==> config.mk <==
export PLATFORM = sky130hd
export DESIGN_NAME = gradient_color_ramp_lookup
export DESIGN_NICKNAME = d
export VERILOG_FILES = /design/src/rtl/core/gcr_pkg.sv /design/src/rtl/core/gradient_color_ramp_lookup.sv /design/src/rtl/core/gcr_ram.sv /design/src/rtl/core/gcr_div_step.sv /design/src/rtl/core/gcr_engine.sv
export VERILOG_INCLUDE_DIRS = /design/src /design/src/rtl/core
export SDC_FILE = /design/constraint.sdc
export NUM_CORES = 2
export LEC_CHECK = 0
export BUFFER_PORTS_ARGS = -buffer_cell sky130_fd_sc_hd__buf_2
export CAP_MARGIN = 20
export CORE_UTILIZATION = 60
export DETAILED_ROUTE_END_ITERATION = 10
export PLACE_DENSITY = 0.77
export SLEW_MARGIN = 20
export SYNTH_ARGS = -nofsm -noshare
export SYNTH_HDL_FRONTEND = slang
export SYNTH_HIERARCHICAL = 1
export SYNTH_SLANG_ARGS = --single-unit
export TNS_END_PERCENT = 10
==> constraint.sdc <==
create_clock -name clk -period 9.8 [get_ports clk]
set_input_delay 0.49 -clock clk [delete_from_list [all_inputs] [get_ports clk]]
set_output_delay 0.49 -clock clk [all_outputs]
set_load 0.03 [all_outputs]
==> src/rtl/core/gradient_color_ramp_lookup_macros.svh <==
// Assertion macros for the gradient color ramp lookup block.
`ifndef GRADIENT_COLOR_RAMP_LOOKUP_MACROS_SVH
`define GRADIENT_COLOR_RAMP_LOOKUP_MACROS_SVH

// Check a consequent in the same cycle as its antecedent.
`define GCR_ASSERT_NOW(lbl, ante, cons) \
	lbl: assert property (@(posedge clk) disable iff (!arst_n) (ante) |-> (cons)) \
		else $error("gcr: same-cycle check failed");

// Check a consequent in the cycle after its antecedent.
`define GCR_ASSERT_NEXT(lbl, ante, cons) \
	lbl: assert property (@(posedge clk) disable iff (!arst_n) (ante) |=> (cons)) \
		else $error("gcr: next-cycle check failed");

`endif

==> src/rtl/core/gcr_pkg.sv <==
// Shared types, constants and codes of the gradient color ramp lookup block.
package gcr_pkg;

	localparam int MaxStops   = 16;
	localparam int FracBits   = 16;
	localparam int PosW       = FracBits + 1;
	localparam int AddrW      = $clog2(MaxStops);
	localparam int CountW     = 5;
	localparam int CoordW     = 16;
	localparam int ChanW      = 8;
	localparam int ChanShW    = $clog2(ChanW);
	localparam int NumChan    = 4;
	localparam int RemW       = CoordW + FracBits;
	localparam int ShW        = $clog2(FracBits);
	localparam int CfgIdxW    = 3;
	localparam int CfgDataW   = 17;

	localparam logic [PosW-1:0] RampOne = {1'b1, {FracBits{1'b0}}};

	typedef logic [NumChan-1:0][ChanW-1:0] color_t;

	typedef struct packed {
		logic [PosW-1:0] pos;
		color_t          color;
	} stop_t;

	typedef struct packed {
		logic               action;
		logic [3:0]         stop_index;
		logic [16:0]        stop_position;
		logic [7:0]         stop_red;
		logic [7:0]         stop_green;
		logic [7:0]         stop_blue;
		logic [7:0]         stop_alpha;
		logic signed [15:0] point_x;
		logic signed [15:0] point_y;
	} item_t;

	typedef struct packed {
		logic [16:0] ramp_position;
		logic [7:0]  out_red;
		logic [7:0]  out_green;
		logic [7:0]  out_blue;
		logic [7:0]  out_alpha;
	} result_t;

	typedef struct packed {
		logic [1:0]         ramp_mode;
		logic signed [15:0] origin_x;
		logic signed [15:0] origin_y;
		logic [15:0]        size_x;
		logic [15:0]        size_y;
		logic [16:0]        value_position;
		logic [4:0]         stop_count;
		logic               texture_valid;
	} cfg_t;

	typedef enum logic {
		ACT_WRITE = 1'b0,
		ACT_QUERY = 1'b1
	} act_t;

	typedef enum logic [1:0] {
		MODE_HORIZ = 2'd0,
		MODE_VERT  = 2'd1,
		MODE_VALUE = 2'd2
	} mode_t;

	typedef enum logic [CfgIdxW-1:0] {
		CFG_RAMP_MODE      = 3'd0,
		CFG_ORIGIN_X       = 3'd1,
		CFG_ORIGIN_Y       = 3'd2,
		CFG_SIZE_X         = 3'd3,
		CFG_SIZE_Y         = 3'd4,
		CFG_VALUE_POSITION = 3'd5,
		CFG_STOP_COUNT     = 3'd6,
		CFG_TEXTURE_VALID  = 3'd7
	} cfg_idx_t;

	typedef enum logic [3:0] {
		S_IDLE,
		S_SETUP,
		S_DIVPOS,
		S_LOOKUP,
		S_FETCH,
		S_SCAN,
		S_MULA,
		S_MULB,
		S_DIVCH,
		S_EMIT
	} state_t;

endpackage

==> src/rtl/core/gradient_color_ramp_lookup.sv <==
// Top level of the gradient color ramp lookup: registers, stop table and sequencer.
//
// Channels: an item is accepted when start is high and busy is low. A stop-write
// transaction stores one color stop in the table in that cycle; busy stays low and
// no result follows. A query transaction raises busy; its result appears on the
// result port for exactly one cycle with done high, and busy drops the cycle after.
// The receiver cannot stall: the result is taken at the edge that ends that cycle.
// Query steps from the accepting edge to the done cycle, one shared compare and
// subtract unit doing all division steps: setup, 16 position division steps (axis
// modes, inside the rectangle only), lookup, table fetch (nonempty table), stop
// scan, 4 x (2 multiply + 8 division steps) when interpolating, result. A new item
// is accepted in the cycle after done. Registers are written through
// cfg_valid/cfg_ready/cfg_index/cfg_data; the user must write them only while
// idle, which the block does not enforce. cfg_ready is always high. Reset clears
// the registers to their defaults and idles the sequencer; stop table contents
// are undefined until written.
`include "gradient_color_ramp_lookup_macros.svh"

module gradient_color_ramp_lookup (
	input  logic                          clk,
	input  logic                          arst_n,
	input  logic                          start,
	output logic                          busy,
	input  gcr_pkg::item_t                item,
	output logic                          done,
	output gcr_pkg::result_t              result,
	input  logic                          cfg_valid,
	output logic                          cfg_ready,
	input  logic [gcr_pkg::CfgIdxW-1:0]   cfg_index,
	input  logic [gcr_pkg::CfgDataW-1:0]  cfg_data
);

	gcr_pkg::cfg_t             cfg_q;
	gcr_pkg::stop_t            wr_stop, rd_stop;
	logic                      wr_en;
	logic [gcr_pkg::AddrW-1:0] rd_addr;

	assign cfg_ready = 1'b1;

	always_ff @(posedge clk or negedge arst_n) begin
		if (!arst_n) begin
			cfg_q.ramp_mode      <= gcr_pkg::MODE_VALUE;
			cfg_q.origin_x       <= '0;
			cfg_q.origin_y       <= '0;
			cfg_q.size_x         <= 16'd1;
			cfg_q.size_y         <= 16'd1;
			cfg_q.value_position <= '0;
			cfg_q.stop_count     <= '0;
			cfg_q.texture_valid  <= 1'b0;
		end else if (cfg_valid && cfg_ready) begin
			case (cfg_index)
				gcr_pkg::CFG_RAMP_MODE:      cfg_q.ramp_mode      <= cfg_data[1:0];
				gcr_pkg::CFG_ORIGIN_X:       cfg_q.origin_x       <= cfg_data[15:0];
				gcr_pkg::CFG_ORIGIN_Y:       cfg_q.origin_y       <= cfg_data[15:0];
				gcr_pkg::CFG_SIZE_X:         cfg_q.size_x         <= cfg_data[15:0];
				gcr_pkg::CFG_SIZE_Y:         cfg_q.size_y         <= cfg_data[15:0];
				gcr_pkg::CFG_VALUE_POSITION: cfg_q.value_position <= cfg_data[16:0];
				gcr_pkg::CFG_STOP_COUNT:     cfg_q.stop_count     <= cfg_data[4:0];
				gcr_pkg::CFG_TEXTURE_VALID:  cfg_q.texture_valid  <= cfg_data[0];
				default: begin
				end
			endcase
		end
	end

	always_comb begin
		wr_en = start && !busy && item.action == gcr_pkg::ACT_WRITE
		     && 32'(item.stop_index) < gcr_pkg::MaxStops;
		wr_stop.pos   = item.stop_position;
		wr_stop.color = {item.stop_alpha, item.stop_blue, item.stop_green, item.stop_red};
	end

	gcr_ram #(
		.Width ($bits(gcr_pkg::stop_t)),
		.Depth (gcr_pkg::MaxStops)
	) u_stop_ram (
		.clk   (clk),
		.we    (wr_en),
		.waddr (item.stop_index[gcr_pkg::AddrW-1:0]),
		.wdata (wr_stop),
		.raddr (rd_addr),
		.rdata (rd_stop)
	);

	gcr_engine u_engine (
		.clk    (clk),
		.arst_n (arst_n),
		.start  (start),
		.item   (item),
		.cfg    (cfg_q),
		.rdata  (rd_stop),
		.raddr  (rd_addr),
		.busy   (busy),
		.done   (done),
		.result (result)
	);

	`GCR_ASSERT_NEXT(a_write_stays_idle, start && !busy && item.action == gcr_pkg::ACT_WRITE, !busy && !done)
	`GCR_ASSERT_NEXT(a_query_goes_busy, start && !busy && item.action == gcr_pkg::ACT_QUERY, busy)
	`GCR_ASSERT_NEXT(a_done_single, done, !done && !busy)
	`GCR_ASSERT_NOW(a_done_in_range, done, busy && result.ramp_position <= gcr_pkg::RampOne)

endmodule

==> src/rtl/core/gcr_ram.sv <==
// Generic single-write, single-read RAM with registered read data.
module gcr_ram #(
	parameter int Width = 8,
	parameter int Depth = 16
) (
	input  logic                     clk,
	input  logic                     we,
	input  logic [$clog2(Depth)-1:0] waddr,
	input  logic [Width-1:0]         wdata,
	input  logic [$clog2(Depth)-1:0] raddr,
	output logic [Width-1:0]         rdata
);

	logic [Width-1:0] mem_q [Depth];

	always_ff @(posedge clk) begin
		if (we) begin
			mem_q[waddr] <= wdata;
		end
		rdata <= mem_q[raddr];
	end

endmodule

==> src/rtl/core/gcr_div_step.sv <==
// One restoring-division step: compare against the shifted divisor and subtract.
module gcr_div_step (
	input  logic [gcr_pkg::RemW-1:0] rem,
	input  logic [gcr_pkg::PosW-1:0] divisor,
	input  logic [gcr_pkg::ShW-1:0]  shamt,
	output logic [gcr_pkg::RemW-1:0] rem_next,
	output logic                     q_bit
);

	logic [gcr_pkg::RemW:0] trial;

	always_comb begin
		trial    = (gcr_pkg::RemW + 1)'(divisor) << shamt;
		q_bit    = {1'b0, rem} >= trial;
		rem_next = q_bit ? rem - trial[gcr_pkg::RemW-1:0] : rem;
	end

endmodule

==> src/rtl/core/gcr_engine.sv <==
// Query sequencer: ramp position, stop search and channel interpolation.
module gcr_engine (
	input  logic                      clk,
	input  logic                      arst_n,
	input  logic                      start,
	input  gcr_pkg::item_t            item,
	input  gcr_pkg::cfg_t             cfg,
	input  gcr_pkg::stop_t            rdata,
	output logic [gcr_pkg::AddrW-1:0] raddr,
	output logic                      busy,
	output logic                      done,
	output gcr_pkg::result_t          result
);

	gcr_pkg::state_t state_q, state_d;

	logic signed [gcr_pkg::CoordW-1:0] coord_q;
	logic [gcr_pkg::PosW-1:0]          where_q;
	logic [gcr_pkg::RemW-1:0]          acc_q;
	logic [gcr_pkg::ShW-1:0]           sh_q;
	logic [gcr_pkg::AddrW-1:0]         k_q, j_q, last_q;
	gcr_pkg::stop_t                    lo_q;
	gcr_pkg::color_t                   hi_col_q, col_q;
	logic [gcr_pkg::PosW-1:0]          span_q, off_q;
	logic [1:0]                        ch_q;

	logic                              is_vert, is_axis;
	logic signed [gcr_pkg::CoordW-1:0] origin_sel;
	logic [gcr_pkg::CoordW-1:0]        size_sel;
	logic [gcr_pkg::CoordW:0]          diff;
	logic                              nonpos, saturate;
	logic [gcr_pkg::PosW-1:0]          clamped;
	logic [gcr_pkg::CountW-1:0]        cnt_eff, cnt_m1;
	logic                              found;

	logic [gcr_pkg::PosW-1:0]          div_divisor;
	logic [gcr_pkg::RemW-1:0]          div_rem;
	logic                              div_q;

	logic [gcr_pkg::ChanW-1:0]         mul_a;
	logic [gcr_pkg::PosW-1:0]          mul_b;
	logic [gcr_pkg::ChanW+gcr_pkg::PosW-1:0] prod;

	always_comb begin
		is_vert    = cfg.ramp_mode == gcr_pkg::MODE_VERT;
		is_axis    = cfg.ramp_mode == gcr_pkg::MODE_HORIZ || is_vert;
		origin_sel = is_vert ? cfg.origin_y : cfg.origin_x;
		size_sel   = is_vert ? cfg.size_y : cfg.size_x;
		diff       = {coord_q[gcr_pkg::CoordW-1], coord_q}
		           - {origin_sel[gcr_pkg::CoordW-1], origin_sel};
		nonpos     = diff[gcr_pkg::CoordW] || diff == '0;
		saturate   = diff[gcr_pkg::CoordW-1:0] >= size_sel;
		clamped    = (cfg.value_position > gcr_pkg::RampOne) ? gcr_pkg::RampOne
		                                                     : cfg.value_position;
		cnt_eff    = (cfg.stop_count > gcr_pkg::CountW'(gcr_pkg::MaxStops))
		           ? gcr_pkg::CountW'(gcr_pkg::MaxStops) : cfg.stop_count;
		cnt_m1     = cnt_eff - gcr_pkg::CountW'(1);
		found      = rdata.pos >= where_q;
	end

	always_comb begin
		div_divisor = (state_q == gcr_pkg::S_DIVPOS) ? gcr_pkg::PosW'(size_sel) : span_q;
		div_rem     = acc_q;
		mul_a       = (state_q == gcr_pkg::S_MULB) ? hi_col_q[ch_q] : lo_q.color[ch_q];
		mul_b       = (state_q == gcr_pkg::S_MULB) ? off_q : span_q - off_q;
		prod        = mul_a * mul_b;
	end

	logic [gcr_pkg::RemW-1:0] div_rem_next;

	gcr_div_step u_div_step (
		.rem      (div_rem),
		.divisor  (div_divisor),
		.shamt    (sh_q),
		.rem_next (div_rem_next),
		.q_bit    (div_q)
	);

	always_ff @(posedge clk or negedge arst_n) begin
		if (!arst_n) begin
			state_q <= gcr_pkg::S_IDLE;
		end else begin
			state_q <= state_d;
		end
	end

	always_comb begin
		state_d = state_q;
		busy    = state_q != gcr_pkg::S_IDLE;
		done    = state_q == gcr_pkg::S_EMIT;
		raddr   = k_q;
		case (state_q)
			gcr_pkg::S_IDLE: begin
				if (start && item.action == gcr_pkg::ACT_QUERY) begin
					state_d = gcr_pkg::S_SETUP;
				end
			end
			gcr_pkg::S_SETUP: begin
				if (is_axis && !nonpos && !saturate) begin
					state_d = gcr_pkg::S_DIVPOS;
				end else begin
					state_d = gcr_pkg::S_LOOKUP;
				end
			end
			gcr_pkg::S_DIVPOS: begin
				if (sh_q == '0) begin
					state_d = gcr_pkg::S_LOOKUP;
				end
			end
			gcr_pkg::S_LOOKUP: begin
				state_d = (cnt_eff == '0) ? gcr_pkg::S_EMIT : gcr_pkg::S_FETCH;
			end
			gcr_pkg::S_FETCH: begin
				state_d = gcr_pkg::S_SCAN;
			end
			gcr_pkg::S_SCAN: begin
				if (found) begin
					state_d = (j_q == '0) ? gcr_pkg::S_EMIT : gcr_pkg::S_MULA;
				end else if (j_q == last_q) begin
					state_d = gcr_pkg::S_EMIT;
				end
			end
			gcr_pkg::S_MULA: begin
				state_d = gcr_pkg::S_MULB;
			end
			gcr_pkg::S_MULB: begin
				state_d = gcr_pkg::S_DIVCH;
			end
			gcr_pkg::S_DIVCH: begin
				if (sh_q == '0) begin
					state_d = (ch_q == 2'(gcr_pkg::NumChan - 1)) ? gcr_pkg::S_EMIT
					                                              : gcr_pkg::S_MULA;
				end
			end
			gcr_pkg::S_EMIT: begin
				state_d = gcr_pkg::S_IDLE;
			end
			default: begin
				state_d = gcr_pkg::S_IDLE;
			end
		endcase
	end

	always_ff @(posedge clk) begin
		case (state_q)
			gcr_pkg::S_IDLE: begin
				coord_q <= (cfg.ramp_mode == gcr_pkg::MODE_VERT) ? item.point_y : item.point_x;
			end
			gcr_pkg::S_SETUP: begin
				acc_q   <= {diff[gcr_pkg::CoordW-1:0], {gcr_pkg::FracBits{1'b0}}};
				sh_q    <= gcr_pkg::ShW'(gcr_pkg::FracBits - 1);
				if (!is_axis) begin
					where_q <= clamped;
				end else if (!nonpos && saturate) begin
					where_q <= gcr_pkg::RampOne;
				end else begin
					where_q <= '0;
				end
			end
			gcr_pkg::S_DIVPOS: begin
				where_q[sh_q] <= div_q;
				acc_q         <= div_rem_next;
				sh_q          <= sh_q - gcr_pkg::ShW'(1);
			end
			gcr_pkg::S_LOOKUP: begin
				k_q    <= '0;
				last_q <= cnt_m1[gcr_pkg::AddrW-1:0];
				col_q  <= {(gcr_pkg::NumChan * gcr_pkg::ChanW){cfg.texture_valid}};
			end
			gcr_pkg::S_FETCH: begin
				j_q <= '0;
				k_q <= k_q + gcr_pkg::AddrW'(1);
			end
			gcr_pkg::S_SCAN: begin
				j_q      <= j_q + gcr_pkg::AddrW'(1);
				k_q      <= k_q + gcr_pkg::AddrW'(1);
				col_q    <= rdata.color;
				hi_col_q <= rdata.color;
				span_q   <= rdata.pos - lo_q.pos;
				off_q    <= where_q - lo_q.pos;
				ch_q     <= '0;
				if (!found || j_q == '0) begin
					lo_q <= rdata;
				end
			end
			gcr_pkg::S_MULA: begin
				acc_q <= gcr_pkg::RemW'(prod);
			end
			gcr_pkg::S_MULB: begin
				acc_q <= acc_q + gcr_pkg::RemW'(prod);
				sh_q  <= gcr_pkg::ShW'(gcr_pkg::ChanW - 1);
			end
			gcr_pkg::S_DIVCH: begin
				col_q[ch_q][sh_q[gcr_pkg::ChanShW-1:0]] <= div_q;
				acc_q <= div_rem_next;
				sh_q  <= sh_q - gcr_pkg::ShW'(1);
				if (sh_q == '0) begin
					ch_q <= ch_q + 2'(1);
				end
			end
			default: begin
			end
		endcase
	end

	assign result.ramp_position = where_q;
	assign result.out_red       = col_q[0];
	assign result.out_green     = col_q[1];
	assign result.out_blue      = col_q[2];
	assign result.out_alpha     = col_q[3];

endmodule

# Yosys cells after proc, flatten, opt, wreduce, memory -nomap -nowiden

Memories as Yosys holds them, arrays and structs flattened. A register that Yosys moved wholly into a read port is not among the register bits.
Cells that the tools add are included.

Bits in registers: 323
Memory bits (writable): 784
Input bits: 110
Output and inout bits: 52
Logic and storage cells: 170
Memories kept: 1

Memories:

| memory           | depth | width | rd ports | clocked after Yosys merged registers in | wr ports | RTL line      | RTL |
|---|---|---|---|---|---|---|---|
| u_stop_ram.mem_q | 16    | 49    | 1        | 1                                       | 1        | gcr_ram.sv:14 | `logic [Width-1:0] mem_q [Depth];` |

$add $sub $neg: 11
$mul: 1
Order comparisons: 11
Eq/ne operators: 24
Shift-type cells: 1
Multiplexer cells: 43
Bitwise gates (word level): 1
Reductions and logical operators: 45

Operator list:

| operator                                              | count |
|---|---|
| one-hot mux 32 bit (4 select lines)                   | 1 |
| one-hot mux 32 bit (3 select lines)                   | 1 |
| 2-to-1 mux 17 bit                                     | 5 |
| subtractor 17 bit                                     | 3 |
| 2-to-1 mux 16 bit                                     | 3 |
| one-hot mux 4 bit (9 select lines)                    | 1 |
| one-hot mux 17 bit (2 select lines)                   | 1 |
| >= comparator 32 x 33 -> 1 bit                        | 1 |
| left shift 17 x 4 -> 33 bit                           | 1 |
| adder 32 x 25 -> 32 bit                               | 1 |
| binary-select mux 8 bit (select 2 bit)                | 2 |
| bitwise mux 32 bit                                    | 1 |
| 2-to-1 mux 32 bit                                     | 1 |
| 2-to-1 mux 4 bit                                      | 8 |
| 2-to-1 mux 8 bit                                      | 4 |
| subtractor 32 bit                                     | 1 |
| multiplier 8 x 17 -> 25 bit                           | 1 |
| AND reduction 2 bit                                   | 11 |
| bitwise mux 17 bit                                    | 1 |
| >= comparator 17 bit                                  | 1 |
| greater-than comparator 17 bit, second input constant | 1 |
| zero test 17 bit                                      | 1 |
| subtractor 16 x 16 -> 17 bit                          | 1 |
| demux 8 bit (select 2 bit)                            | 1 |
| other kinds (45)                                      | 84 |

# Logic depth before layout (Yosys ltp)

Depth after elaboration: 10
Gate-level depth with buffers: 37
Mapped depth without buffers: 37

# Hierarchy

The synthesis kept the hierarchy.

By module, submodules not included:

| module                     | instances | cells an instance | area each (sq um) | seq. area each (sq um) |
|---|---|---|---|---|
| gcr_ram                    | 1         | 1268              | 30336.6           | 24523.5 |
| gcr_engine                 | 1         | 2079              | 20280.7           | 7006.7 |
| gradient_color_ramp_lookup | 1         | 200               | 3653.5            | 2230.9 |
| gcr_div_step               | 1         | 415               | 2984.1            | 0.0 |

# Least setup slack after synthesis

Ideal clock, no wire load.

Path type: register to register
From: reg u_engine.ch_q[0]
To: reg u_engine/acc_q[25] (netlist bit), data pin
Setup time: 0.267 ns
Arrival time: 8.551 ns
Path slack: 0.982 ns
Cell stages (with the launch flop): 30
Path buffers: 3
Path through: edfxtp_1 clkbuf_1 buf_1 mux4_2 mux2i_1 clkbuf_1 nor2_1 fa_1 fa_1 fa_1 inv_1 fa_1 inv_1 ha_1 or3_1 o21bai_1 a2111oi_0 o21bai_1 a21o_1 a21oi_1 xnor2_1 ha_1 and3_1 and3_1 a221oi_1 a21oi_1 o21ai_0 nor2b_1 xor2_1 o21ai_0

Longest elaborated chain between the ends: 6
Elaborated cells on any way between the ends: 8
Classes of those cells: 1 x add/sub; 1 x mul; 6 x mux

Ends and longest elaborated chain:

| item                                   | RTL line          | RTL |
|---|---|---|
| from (decl)                            | gcr_engine.sv:25  | `logic [1:0] ch_q;` |
| from (signal assigned)                 | gcr_engine.sv:198 | `ch_q <= ch_q + 2'(1);` |
| binary-select mux 8 bit (select 2 bit) | gcr_engine.sv:64  | `mul_a = (state_q == gcr_pkg::S_MULB) ? hi_col_q[ch_q] : lo_q.color[ch_q];` |
| 2-to-1 mux 8 bit (not written as such) | gcr_engine.sv:64  |  |
| 2-to-1 mux 8 bit *                     | gcr_engine.sv:64  |  |
| multiplier 8 x 17 -> 25 bit *          | gcr_engine.sv:66  | `prod = mul_a * mul_b;` |
| adder 32 x 25 -> 32 bit *              | gcr_engine.sv:190 | `acc_q <= acc_q + gcr_pkg::RemW'(prod);` |
| one-hot mux 32 bit (4 select lines) *  | gcr_engine.sv:145 | `case (state_q)` |
| to (signal assigned)                   | gcr_engine.sv:150 | `acc_q <= {diff[gcr_pkg::CoordW-1:0], {gcr_pkg::FracBits{1'b0}}};` |
| to (signal assigned)                   | gcr_engine.sv:190 |  |
| to (signal assigned)                   | gcr_engine.sv:195 | `acc_q <= div_rem_next;` |
| to (decl)                              | gcr_engine.sv:19  | `logic [gcr_pkg::RemW-1:0] acc_q;` |

Mark *: on every way between the ends. The rest lies on a longest branch, timed or not. The select of a mux whose other input is x is not followed.
A chain may end at the register's enable or synchronous reset.

# Worst setup path in the final report

From: reg u_engine.state_q[3]
To: reg u_engine/acc_q[25] (netlist bit), data pin

Longest elaborated chain between the ends: 6
Elaborated cells on any way between the ends: 15
Classes of those cells: 2 x add/sub; 1 x mul; 5 x eq/ne; 1 x shift; 5 x mux; 1 x reduce/logical

Ends and longest elaborated chain:

| item                                                                            | RTL line          | RTL |
|---|---|---|
| from (decl)                                                                     | gcr_engine.sv:15  | `gcr_pkg::state_t state_q, state_d;` |
| from (signal assigned)                                                          | gcr_engine.sv:81  | `state_q <= gcr_pkg::S_IDLE;` |
| from (signal assigned)                                                          | gcr_engine.sv:83  | `state_q <= state_d;` |
| parallel branches: the longest is 5 deep, another holds adder 32 x 25 -> 32 bit | -                 |  |
| one-hot mux 32 bit (4 select lines) *                                           | gcr_engine.sv:145 |  |
| to (signal assigned)                                                            | gcr_engine.sv:150 |  |
| to (signal assigned)                                                            | gcr_engine.sv:162 | `acc_q <= div_rem_next;` |
| to (signal assigned)                                                            | gcr_engine.sv:187 | `acc_q <= gcr_pkg::RemW'(prod);` |

Mark *: on every way between the ends. The select of a mux whose other input is x is not followed.

==> flow_metrics.py <==
metrics = {
    "hold_path": {
        "holdPathStages": 2,
        "holdPathEnd": "u_engine/coord_q[14]",
        "hold_class": "input port to flip-flop",
        "hold_start": "item[30]",
    },
    "clocking": {
        "hold_buffers": 2,
        "root_buffer": "clkbuf_16",
        "post_cts_resized": 0,
        "htree_levels": 3,
        "cts_tree": "built",
        "clk_pin_slew_ns": 0.06,
        "cts_setup_buffers": 0,
        "clock-sinks": 1156,
        "insertion_delay_ns": 0.72,
        "cts_made_buffers": 111,
        "clockBufferDepth": 3,
    },
    "synthesis": {
        "synth_top_area_share_pct": 53.18,
        "syn-num-nets": 4382,
        "synthCells": 3962,
        "synth.area.top_cells": "edfxtp_1 53%, mux4_2 8.6%, ha_1 4.7%",
        "syn_avg_cell_area_um2": 14.45,
        "synth_top_area_cell": "edfxtp_1",
        "ys_ff_latch": 1156,
        "synth.distinct_cells": 85,
        "ys_seq_area_share_pct": 58.97,
        "synth_edf_count": 1014,
        "synth_area_um2": 57250,
        "synthTopCellsByCount": "1014 x edfxtp_1, 251 x nor2_1, 219 x mux4_2, 219 x nand2_1, 214 x ha_1",
        "synthArstFlopShare_pct": 8.045,
        "yosysMostFrequentCell": "edfxtp_1",
        "synth_ff_type": "edfxtp_1",
        "yosysWarningCount": 6,
    },
    "timing": {
        "fin_crit_sh_pct": 95.23,
        "rsz0062_at_grt": "false",
        "slew_violations": 0,
        "slew_headroom_pct": 25.52,
        "finalClockSkew_ns": 0.06967,
        "worst_pin_slew_ns": 1.112,
        "timing.fmax_ghz": 0.1072,
        "timing.final.ws_setup_ns": 0.4678,
        "setup_violations": 0,
        "hold_violations": 0,
        "period_needed_ns": 9.332,
        "setup_tns_ns": 0,
    },
    "grt": {
        "first_global_vias": 35780,
        "antenna_found_initial": 15,
        "grt.total_usage_pct": 30.23,
        "grt_max_degree": 134,
        "grt.overflow.total": 0,
        "grt_pass1_wl_um": 219200,
    },
    "layout": {
        "area_delta_synth_final_pct": 10.22,
        "nets": 4549,
        "fin_util_pct": 67.21,
        "nFillCells": 6473,
        "drive_gt1_share_pct": 18.74,
    },
    "setup_path": {
        "max_stage_delay_ns": 0.85,
        "reg2reg_depth": 28,
        "critPathKind": "flip-flop to flip-flop",
        "required_ns": 10.23,
        "worstPathArrival_ns": 9.76,
        "cp_common_cell": "fa_1",
        "timing.rr.end": "u_engine/acc_q[25]",
        "worst_setup_path_end_kind": "flip-flop",
        "rr_startpoint": "u_engine/state_q[3]",
        "cp_slowest_cell": "o21ai_1",
        "startpoint_type": "flip-flop",
        "regToRegSetupSlack_ns": 0.47,
        "crit_fanout": 17,
    },
    "route": {
        "route.detailed.drc": 0,
        "drt_iter0_markers": 3815,
        "dr.pass1.iters": 8,
        "avgRoutedWirePerCell_um": 26.66,
        "num_vias": 35380,
        "wl_um": 146300,
        "drtAntennaViolNets": 0,
        "avgViaCountPerCell": 6.448,
    },
    "placement": {
        "numPortBuffers": 160,
        "gp_congestion": 0.9496,
        "pre_cts_ws_ns": 0.5703,
        "hpwlAfterDp_um": 90250,
    },
    "die": {
        "core-area_um2": 93890,
        "die_h_um": 310.9,
        "rows": 112,
        "io_pins": 162,
        "die_area_um2": 96670,
        "initial_utilization_pct": 60.98,
        "fp.dieW_um": 310.9,
    },
    "flow_run": {
        "cap_violations": 0,
    },
    "outcome": {
        "outcome": "completed",
    },
}
-- registers in the layout (all words and copies together), names as in the netlist, 16 cells and up --
name	count
u_stop_ram/mem_q	784
cfg_q	89
u_engine/lo_q	49
u_stop_ram/rdata	49
u_engine/acc_q	32
u_engine/hi_col_q	32
u_engine/result	32
u_engine/off_q	17
u_engine/span_q	17
u_engine/where_q	17
u_engine/coord_q	16
-- kinds of logic (layout without fill, tap and decap cells) --
kind of cell,after synthesis,after routing,synth area share [%]
XOR/XNOR,124,124,1.897
AO/OA/AOI/OAI,712,712,8.042
other,1,8,0.006550
adder cells (fa/ha/maj),310,310,8.033
buffers and inverters,390,654,2.946
AND/OR/NAND/NOR,819,819,6.882
flip-flops,1156,1156,58.97
multiplexers,450,450,13.23
-- cells in the final DEF (no fill, tap or decap), drive strengths merged, types with 116 or more instances in the layout --
| master | instances |
|---|---|
| nor2 | 252 |
| o21ai | 194 |
| buf | 230 |
| inv | 213 |
| ha | 214 |
| a22oi | 116 |
| edfxtp | 1014 |
| mux4 | 219 |
| clkbuf | 162 |
| a21oi | 150 |
| mux2 | 143 |
| nand2 | 219 |
-- stage by stage --
| stage | hold WS (ns) | std cells | instance area, um^2 |
|---|---|---|---|
| after floorplan | 0.1944 | 3962 | 57250 |
| after global placement | 0.3091 | 5268 | 59480 |
| after detailed placement | 0.3127 | 5268 | 59480 |
| after CTS | 0.05771 | 5480 | 63080 |
| after global routing | 0.05932 | 5485 | 63100 |
| final | 0.08875 | 5487 | 63100 |
-- critical path, delay by kind of cell, from the launching register on --
kind | cells | cell delay (ns)
AO/OA/AOI/OAI | 10 | 3.12
XOR/XNOR | 2 | 0.39
buffers and inverters | 3 | 0.15
AND/OR/NAND/NOR | 7 | 2.33
flip-flops | 1 | 0.47
adder cells (fa/ha/maj) | 6 | 2.60
-- worst max path at each step --
stage,end,cells after the start,from
after floorplan,u_engine/acc_q[25],29,u_engine/ch_q[0]
after global placement,u_engine/acc_q[25],28,u_engine/state_q[3]
after detailed placement,u_engine/acc_q[25],28,u_engine/state_q[3]
after CTS,u_engine/acc_q[25],28,u_engine/state_q[3]
after global routing,u_engine/acc_q[25],33,u_engine/span_q[1]
final,u_engine/acc_q[25],28,u_engine/state_q[3]
-- routing by layer --
layer	track usage, %	vias up	part of all wire (%)
met5	0	-	0.068
met4	11.33	16	3.4
met3	5.579	319	8.3
met2	51.00	1736	50
met1	39.18	17810	38
li1	-	15500	-
-- cell type report --
cell class	instances	area (um^2)	area share (%)
flip-flops and latches	1156	33760	53.50
inverters	212	797.0	1.263
diodes	7	17.52	0.02776
well taps	1254	1569	2.486
multi-input cells	2416	22000	34.86
clock inverters	48	500.5	0.7931
clock buffers	162	3080	4.882
repair buffers	232	1378	2.183
Power is not shown: default switching activity piles up to over one toggle a cycle in this logic, so the estimate is an artifact.
